### src/design/lfpd_pkg.sv
// shared types and constants for the length framed packet deframer
// no dependencies
package lfpd_pkg;

   localparam int BYTE_W  = 8;
   localparam int POS_W   = 7;
   localparam int SIZE_W  = 7;
   localparam int CSR_IDX_W = 2;

   localparam logic [BYTE_W-1:0] START_RESET = 8'hAA;
   localparam logic [BYTE_W-1:0] STOP_RESET  = 8'h55;
   localparam logic [SIZE_W-1:0] LIMIT_RESET = 7'd64;

   // frame overhead: start, length and stop bytes
   localparam logic [BYTE_W:0] FRAME_OVERHEAD = 9'd3;
   localparam logic [BYTE_W:0] STOP_OFFSET    = 9'd2;

   localparam logic [POS_W-1:0] POS_IDLE   = 7'd0;
   localparam logic [POS_W-1:0] POS_LENGTH = 7'd1;
   localparam logic [POS_W-1:0] POS_BODY   = 7'd2;

   typedef enum logic [CSR_IDX_W-1:0] {
      CSR_START = 2'd0,
      CSR_STOP  = 2'd1,
      CSR_LIMIT = 2'd2,
      CSR_NONE  = 2'd3
   } csr_idx_type;

   typedef enum logic {
      ST_RECV,
      ST_EMIT
   } state_type;

endpackage

### src/design/lfpd_ram.sv
// generic single write port, single read port ram with registered read
// no dependencies
module lfpd_ram #(
   parameter int WIDTH = 8,
   parameter int DEPTH = 64
) (
   input  logic                     clock,
   input  logic                     wr_en,
   input  logic [$clog2(DEPTH)-1:0] wr_addr,
   input  logic [WIDTH-1:0]         wr_data,
   input  logic                     rd_en,
   input  logic [$clog2(DEPTH)-1:0] rd_addr,
   output logic [WIDTH-1:0]         rd_data
);

   logic [WIDTH-1:0] mem [DEPTH];
   logic [WIDTH-1:0] rd_data_ff;

   always_ff @(posedge clock) begin
      if (wr_en) begin
         mem[wr_addr] <= wr_data;
      end
      if (rd_en) begin
         rd_data_ff <= mem[rd_addr];
      end
   end

   assign rd_data = rd_data_ff;

endmodule

### src/design/length_framed_packet_deframer_top.sv
// input: one cycle per byte while receiving; the stop byte write is the last input cycle
// output: each frame byte is read from the frame ram, then loaded into the output register; reads
// and loads alternate, and a read waits until the output register is free or is being taken
// input is stalled while a frame is read out; it reopens as the last byte is loaded
// reset (synchronous, active high) returns to waiting for a start byte and
// restores register defaults; the frame ram is not cleared
module length_framed_packet_deframer_top #(
   parameter int FRAME_DEPTH = 64
) (
   input  logic                              clock,
   input  logic                              reset,
   input  logic                              req_valid,
   output logic                              req_stall,
   input  logic [lfpd_pkg::BYTE_W-1:0]       req_rx_byte,
   output logic                              rsp_valid,
   input  logic                              rsp_stall,
   output logic [lfpd_pkg::BYTE_W-1:0]       rsp_frame_byte,
   output logic [lfpd_pkg::SIZE_W-1:0]       rsp_frame_size,
   output logic                              rsp_is_last,
   input  logic                              csr_valid,
   output logic                              csr_ready,
   input  logic [lfpd_pkg::CSR_IDX_W-1:0]    csr_index,
   input  logic [lfpd_pkg::BYTE_W-1:0]       csr_wdata
);

   import lfpd_pkg::*;

   localparam int AW = $clog2(FRAME_DEPTH);
   localparam logic [SIZE_W-1:0] DEPTH_LIMIT = SIZE_W'(FRAME_DEPTH);

   state_type         state_ff, state_in;
   logic [POS_W-1:0]  pos_ff, pos_in;
   logic [BYTE_W-1:0] len_ff, len_in;
   logic [SIZE_W-1:0] size_ff, size_in;
   logic [SIZE_W-1:0] rd_cnt_ff, rd_cnt_in;
   logic              rd_pend_ff, rd_pend_in;

   logic [BYTE_W-1:0] start_ff, stop_ff;
   logic [SIZE_W-1:0] limit_ff;

   logic              rsp_valid_ff, rsp_valid_in;
   logic [BYTE_W-1:0] rsp_byte_ff, rsp_byte_in;
   logic [SIZE_W-1:0] rsp_size_ff, rsp_size_in;
   logic              rsp_last_ff, rsp_last_in;

   logic              ram_we, ram_re;
   logic [AW-1:0]     ram_waddr, ram_raddr;
   logic [BYTE_W-1:0] ram_rdata;

   logic              req_take, rsp_take, out_free;
   logic [SIZE_W-1:0] eff_limit;
   logic [BYTE_W:0]   len_total, stop_pos;

   assign csr_ready = 1'b1;

   always_ff @(posedge clock) begin
      if (reset) begin
         start_ff <= START_RESET;
         stop_ff  <= STOP_RESET;
         limit_ff <= LIMIT_RESET;
      end else if (csr_valid && csr_ready) begin
         case (csr_idx_type'(csr_index))
            CSR_START: start_ff <= csr_wdata;
            CSR_STOP:  stop_ff  <= csr_wdata;
            CSR_LIMIT: limit_ff <= csr_wdata[SIZE_W-1:0];
            default:   ;
         endcase
      end
   end

   assign req_stall = (state_ff != ST_RECV);
   assign req_take  = req_valid && !req_stall;
   assign rsp_take  = rsp_valid_ff && !rsp_stall;
   assign out_free  = !rsp_valid_ff || rsp_take;

   assign eff_limit = (limit_ff > DEPTH_LIMIT) ? DEPTH_LIMIT : limit_ff;
   assign len_total = {1'b0, req_rx_byte} + FRAME_OVERHEAD;
   assign stop_pos  = {1'b0, len_ff} + STOP_OFFSET;

   always_comb begin
      state_in     = state_ff;
      pos_in       = pos_ff;
      len_in       = len_ff;
      size_in      = size_ff;
      rd_cnt_in    = rd_cnt_ff;
      rd_pend_in   = rd_pend_ff;
      rsp_valid_in = rsp_valid_ff && !rsp_take;
      rsp_byte_in  = rsp_byte_ff;
      rsp_size_in  = rsp_size_ff;
      rsp_last_in  = rsp_last_ff;
      ram_we       = 1'b0;
      ram_waddr    = pos_ff[AW-1:0];
      ram_re       = 1'b0;
      ram_raddr    = rd_cnt_ff[AW-1:0];

      case (state_ff)
         ST_RECV: begin
            if (req_take) begin
               if (pos_ff == POS_IDLE) begin
                  if (req_rx_byte == start_ff) begin
                     ram_we = 1'b1;
                     pos_in = POS_LENGTH;
                  end
               end else if (pos_ff == POS_LENGTH) begin
                  if (len_total > {2'b00, eff_limit}) begin
                     pos_in = POS_IDLE;
                  end else begin
                     ram_we = 1'b1;
                     len_in = req_rx_byte;
                     pos_in = POS_BODY;
                  end
               end else if ({2'b00, pos_ff} == stop_pos) begin
                  pos_in = POS_IDLE;
                  if (req_rx_byte == stop_ff) begin
                     ram_we    = 1'b1;
                     size_in   = pos_ff + 1'b1;
                     len_in    = '0;
                     rd_cnt_in = '0;
                     state_in  = ST_EMIT;
                  end
               end else begin
                  // body byte; the length check keeps it inside the ram
                  ram_we = 1'b1;
                  pos_in = pos_ff + 1'b1;
               end
            end
         end
         ST_EMIT: begin
            if (rd_pend_ff) begin
               rd_pend_in   = 1'b0;
               rsp_valid_in = 1'b1;
               rsp_byte_in  = ram_rdata;
               rsp_size_in  = size_ff;
               rsp_last_in  = (rd_cnt_ff == size_ff);
               if (rd_cnt_ff == size_ff) begin
                  state_in = ST_RECV;
               end
            end else if (out_free && (rd_cnt_ff != size_ff)) begin
               // output slot is free by the time the read data lands
               ram_re     = 1'b1;
               rd_cnt_in  = rd_cnt_ff + 1'b1;
               rd_pend_in = 1'b1;
            end
         end
         default: state_in = ST_RECV;
      endcase
   end

   always_ff @(posedge clock) begin
      if (reset) begin
         state_ff     <= ST_RECV;
         pos_ff       <= POS_IDLE;
         len_ff       <= '0;
         size_ff      <= '0;
         rd_cnt_ff    <= '0;
         rd_pend_ff   <= 1'b0;
         rsp_valid_ff <= 1'b0;
      end else begin
         state_ff     <= state_in;
         pos_ff       <= pos_in;
         len_ff       <= len_in;
         size_ff      <= size_in;
         rd_cnt_ff    <= rd_cnt_in;
         rd_pend_ff   <= rd_pend_in;
         rsp_valid_ff <= rsp_valid_in;
      end
   end

   always_ff @(posedge clock) begin
      rsp_byte_ff <= rsp_byte_in;
      rsp_size_ff <= rsp_size_in;
      rsp_last_ff <= rsp_last_in;
   end

   lfpd_ram #(
      .WIDTH(BYTE_W),
      .DEPTH(FRAME_DEPTH)
   ) u_frame_ram (
      .clock   (clock),
      .wr_en   (ram_we),
      .wr_addr (ram_waddr),
      .wr_data (req_rx_byte),
      .rd_en   (ram_re),
      .rd_addr (ram_raddr),
      .rd_data (ram_rdata)
   );

   assign rsp_valid      = rsp_valid_ff;
   assign rsp_frame_byte = rsp_byte_ff;
   assign rsp_frame_size = rsp_size_ff;
   assign rsp_is_last    = rsp_last_ff;

endmodule

### config.mk
export PLATFORM = sky130hd
export DESIGN_NAME = length_framed_packet_deframer_top
export DESIGN_NICKNAME = d
export VERILOG_FILES = /design/src/design/lfpd_pkg.sv /design/src/design/lfpd_ram.sv /design/src/design/length_framed_packet_deframer_top.sv
export SDC_FILE = /design/constraint.sdc
export NUM_CORES = 1
export LEC_CHECK = 0
export BUFFER_PORTS_ARGS = -buffer_cell sky130_fd_sc_hd__clkbuf_2
export CAP_MARGIN = 5
export CORE_ASPECT_RATIO = 1.5
export CORE_MARGIN = 5
export CORE_UTILIZATION = 60
export CTS_BUF_LIST = sky130_fd_sc_hd__clkbuf_2
export CTS_CLUSTER_DIAMETER = 120
export DETAILED_ROUTE_END_ITERATION = 12
export PLACE_DENSITY_LB_ADDON = 0.15
export SYNTH_ARGS = -nofsm -noshare
export SYNTH_HDL_FRONTEND = slang
export SYNTH_SLANG_ARGS = --single-unit
### constraint.sdc
create_clock -name clock -period 8.1 [get_ports clock]
set_clock_uncertainty 0.15 [all_clocks]
set_input_delay 2.43 -clock clock [delete_from_list [all_inputs] [get_ports clock]]
set_output_delay 2.43 -clock clock [all_outputs]
set_load 0.02 [all_outputs]
* Word level (Yosys, flattened, before mapping)
Memories as Yosys holds them, arrays and structs flattened. A register that Yosys moved wholly into a read port is not among the register bits.
Index checks and enable logic that the tools add are counted.
** Storage, ports and cells
- Flip-flop bits (word level) :: 71
- RAM bits :: 512
- Input port bits :: 23
- Output and inout port bits :: 19
- Memories :: 1
** Operators by class
- Add/subtract/negate cells :: 4
- Magnitude comparators :: 2
- Equal/unequal tests :: 17
- Mux-type cells :: 40
- Bitwise gates (word level) :: 3
- Reductions and logical operators :: 21
** Memories
- u_frame_ram.mem :: depth 64, bits a word 8, read ports 1, clocked after Yosys merged registers in 1, write ports 1, RTL line lfpd_ram.sv:16 : logic [WIDTH-1:0] mem [DEPTH];
** Operators by type and width (number)
- $mux 7 :: 12
- $mux 8 :: 4
- $mux 1 :: 21
- $add 8x2->9 const B :: 2
- $eq 8x8->1 :: 2
- $add 7x1->7 const B :: 2
- $ne 2x2->1 const B :: 7
- $pmux 7 s2 :: 1
- $reduce_and 6->1 :: 2
- $eq 7x9->1 :: 1
- $gt 9x7->1 :: 1
- $reduce_and 2->1 :: 4
- $eq 7x1->1 const B :: 1
- $eq 7x7->1 :: 1
- $gt 7x7->1 const B :: 1
- $logic_not 7->1 :: 1
- $ne 7x7->1 :: 1
- $reduce_and 7->1 :: 1
- $logic_and 1x1->1 :: 4
- $logic_not 1->1 :: 4
- $ne 2x1->1 const B :: 2
- $reduce_bool 2->1 :: 2
- $not 1->1 :: 3
- $reduce_and 3->1 :: 1
- other kinds (6) :: 6

* Longest topological paths before layout
- Depth in word-level cells :: 10
- Gate-level depth with buffers :: 15

* Modules after synthesis
A second synthesis with hierarchy kept.
** Unflattened totals
- Cells, all modules :: 1341
- Area total of the unflattened synthesis :: 23968.0 um^2
** Modules (own cells, without submodules)
- lfpd_ram :: times used 1, cells an instance 940, area each 20246.9 um^2
- length_framed_packet_deframer_top :: times used 1, cells an instance 401, area each 3721.1 um^2

* Worst setup path before layout
OpenSTA, ideal clock, no wires.
- Path kind :: input to register
- Start point :: input port req_rx_byte[0] in the netlist's numbering
- End point :: memory u_frame_ram.mem[38][0], enable pin
- Library setup time :: 0.398 ns
- Arrival time :: 5.714 ns
- Required time :: 7.552 ns
- Setup slack :: 1.839 ns
- Cell stages on the path :: 15
- Cell sequence :: clkbuf_1 > inv_1 > ha_1 > nor2_1 > nand3_1 > xnor2_1 > ha_1 > a21oi_1 > o21ai_0 > o22ai_1 > and2_1 > clkbuf_1 > nor4_4 > buf_6 > nor4b_1
** Between the ends
- Word-level cells in the longest chain between the ends :: 9
- Elaborated cells on any way between the ends :: 14
** RTL lines
- start, declared :: RTL line length_framed_packet_deframer_top.sv:14 : input logic [lfpd_pkg::BYTE_W-1:0] req_rx_byte,
- $add 8x2->9 or $eq 8x8->1 (tied branches) :: RTL line length_framed_packet_deframer_top.sv:77, length_framed_packet_deframer_top.sv:114
- $gt 9x7->1 or $mux 1 (tied branches) :: RTL line length_framed_packet_deframer_top.sv:105, length_framed_packet_deframer_top.sv:114
- $mux 1, on equally long branches :: RTL line length_framed_packet_deframer_top.sv:105, length_framed_packet_deframer_top.sv:112
- $mux 1 :: RTL line length_framed_packet_deframer_top.sv:104 : end else if (pos_ff == POS_LENGTH) begin
- $mux 1 * :: RTL line length_framed_packet_deframer_top.sv:99 : if (pos_ff == POS_IDLE) begin
- $mux 1 * :: RTL line length_framed_packet_deframer_top.sv:98 : if (req_take) begin
- $mux 1 * :: RTL line length_framed_packet_deframer_top.sv:96 : case (state_ff)
- $mux 1 * :: RTL line lfpd_ram.sv:20 : if (wr_en) begin
- $mux 1 (implied by the code) * :: RTL line lfpd_ram.sv:21 : mem[wr_addr] <= wr_data;
- end, declared :: RTL line lfpd_ram.sv:16
Mark *: on every way between the ends. The rest lies on a longest branch, timed or not.

* Final worst setup path
- Start point :: input port req_rx_byte[3] in the netlist's numbering
- End point :: memory u_frame_ram.mem[0][5], enable pin
Same word-level chain as after synthesis.

==> out/results.ini <==
[status]
status=finished clean

[setup_path]
critPathCaptureType=flop
worstPathRequired_ps=8560
r2r_cells=8
start_kind=input pin
arrival_ps=6200
rr_startpoint=len_ff[1]
rrSetupSlack_ps=3960
worstPathMaxFanout=64
worstReg2RegEnd=u_frame_ram.mem[49][0]
crit_type=input pin to flop

[detailed_routing]
vias_per_cell=6.21
routed_wl_microns=53400
wl_per_cell_microns=25.9
route.vias.total=12800
post-route-drc-count=0
first_pass_iters=5
ant_nets=0
route.met3.wl_microns=2900
routed.top_layer=met4
drt_iter0_drc=969
wl_met2_microns=29300
drt-met1-wl_microns=19600

[cts]
post_cts_resize_count=0
cts_made_buffers=134
clkLatencyLatePin_ps=1020
cts_root_buf=clkbuf_2
cts_setup_buffers=0
ctsHoldBuffers=0
cts_sinks=591
path_clk_slew_ps=100
clk_path_buf_depth=3
htree_levels=4
cts_tree=yes

[min_path]
whs_path_depth=0
worstHoldEndpoint=rsp_frame_byte[4]
hp-start=u_frame_ram.rd_data[4]
hp-class=flop to flop

[synthesis]
synthFlopType=edfxtp_1
synth_edf_count=536
synthDistinctLibCells=56
synth_largest_area_cell=edfxtp_1
synth_area_per_cell_sq_um=18.4
synth_nets=1351
synth_cells=1315
syn_area_sq_um=24100
yosys-top-cells-area=edfxtp_1 67%, mux4_2 15%, dfxtp_1 4.6%
yosysWarnings=0
async_flop_share=0
ys_ff_latch=591
seq_area_frac_synth=0.713
netlist.area_leader.share=0.667

[sta]
setup_viol=0
tns_ps=0
fmax_ghz=0.174
fin_crit_ps=5750
hold_viol=0
maxSlewViolCount=0
relSlewSlack=0.176
rsz0062_at_grt=no
post-route-period-util=0.709
holdWs_ps=272
tightest_slew_ps=1230

[layout]
fin_cells=2061
drive_gt1_frac=0.324
nets=1495
final_common_cell=edfxtp_1
areaGrowthSynthToFinish_pct=9.01
fin_area_sq_um=26300
final_cell_mix=536 x edfxtp_1, 238 x clkbuf_2, 157 x mux4_2

[global_route]
grt_pass1_wl_microns=81200
grt_overflow=0
antenna_found_initial=3
grt_max_degree=73
grt_pass1_vias=13200
grt_usage=0.245

[flow_run]
cap_viol_max_count=0

[die]
die-area_sq_um=44400
start_util=0.604
die_w_microns=174
die_h_microns=256
num_io_pins=42
num_rows=90
coreArea_sq_um=40000

[power]
static-leakage-power_uw=0.00833
peakVddDrop_mv=0.113
p_per_area_nw_per_um2=198
finalPower_uw=5210

[placement]
postPlaceCellArea_sq_um=25100
place.gp.congestion=0.824
place_inst=1829
hpwl_microns=33300
io_buffers=40

==> critical path, cell delays in order <==
cell	delay (ps)
clkbuf_2	520
nand2_1	110
nor2_1	170
nand3_1	110
xnor2_1	170
ha_1	340
a21oi_1	160
o21ai_0	100
o22ai_1	220
and2_1	380
nor4_4	90
buf_12	210
nor3_1	1040
==> sequential cells by signal, summed over array words and instances (netlist names) <==
register,count
u_frame_ram.mem,512
len_ff,8
rsp_frame_byte,8
start_ff,8
stop_ff,8
u_frame_ram.rd_data,8
limit_ff,7
pos_ff,7
rd_cnt_ff,7
rsp_frame_size,7
size_ff,7
rd_pend_ff,1
req_stall,1
rsp_is_last,1
rsp_valid,1
==> where the power goes <==
part / total [uW] / internal (uW) / leakage [uW] / switching, uW
Combinational: 101 / 24.7 / 0.00216 / 76.5
Sequential: 3320 / 3320 / 0.00526 / 3.45
Clock: 1790 / 710 / 0.000915 / 1080
Total: 5210 / 4050 / 0.00833 / 1160
==> cell families after synthesis <==
family	Yosys count	share of synthesized area
flip-flops	591	0.713
AND/OR/NAND/NOR	282	0.0633
multiplexers	188	0.160
buffers and inverters	115	0.0207
AO/OA/AOI/OAI	90	0.0241
XOR/XNOR	35	0.0127
adder cells (fa/ha/maj)	13	0.00674
other	1	0.000155
==> cells in the mapped netlist, types with 12 or more instances <==
cell / instances
inv_1: 19
a21oi_1: 32
nand4_1: 12
edfxtp_1: 536
dfxtp_1: 55
clkbuf_1: 62
ha_1: 13
nand3_1: 30
nor4bb_1: 16
nor3_1: 49
mux2i_1: 26
nand2_1: 75
o21ai_0: 16
xnor2_1: 28
nor2_1: 39
mux4_2: 157
buf_1: 18
==> worst max path at each step <==
stage / from / to / slack [ps]
after floorplan: req_rx_byte[0] / u_frame_ram.mem[38][0] / 1840
after global routing: req_rx_byte[3] / u_frame_ram.mem[49][0] / 2170
after global placement: req_rx_byte[3] / u_frame_ram.mem[49][3] / 1540
after detailed placement: req_rx_byte[3] / u_frame_ram.mem[0][5] / 1390
after CTS: req_rx_byte[3] / u_frame_ram.mem[0][1] / 2530
final: req_rx_byte[3] / u_frame_ram.mem[0][5] / 2350
==> per-layer routing <==
layer / global-route usage / vias to the layer above
li1: - / 5674
met1: 0.302 / 6531
met2: 0.432 / 487
met3: 0.0446 / 99
met4: 0.0964 / 0
met5: 0 / -
==> layout make-up <==
class,instances,area [sq um]
Sequential cell,591,17200
Fill cell,2758,13700
Multi-Input combinational cell,609,6530
Clock buffer,198,991
Timing Repair Buffer,103,686
Tap cell,506,633
Clock inverter,32,178
Inverter,20,75.1
Antenna cell,2,5.00
==> through the flow <==
stage,util,setup WS (ps)
floorplan,-,1840
global placement,0.629,1540
detailed placement,0.629,1390
CTS,0.658,2530
global route,0.658,2170
finish,0.658,2350
No activity file was read; power rests on OpenSTA's default activity.
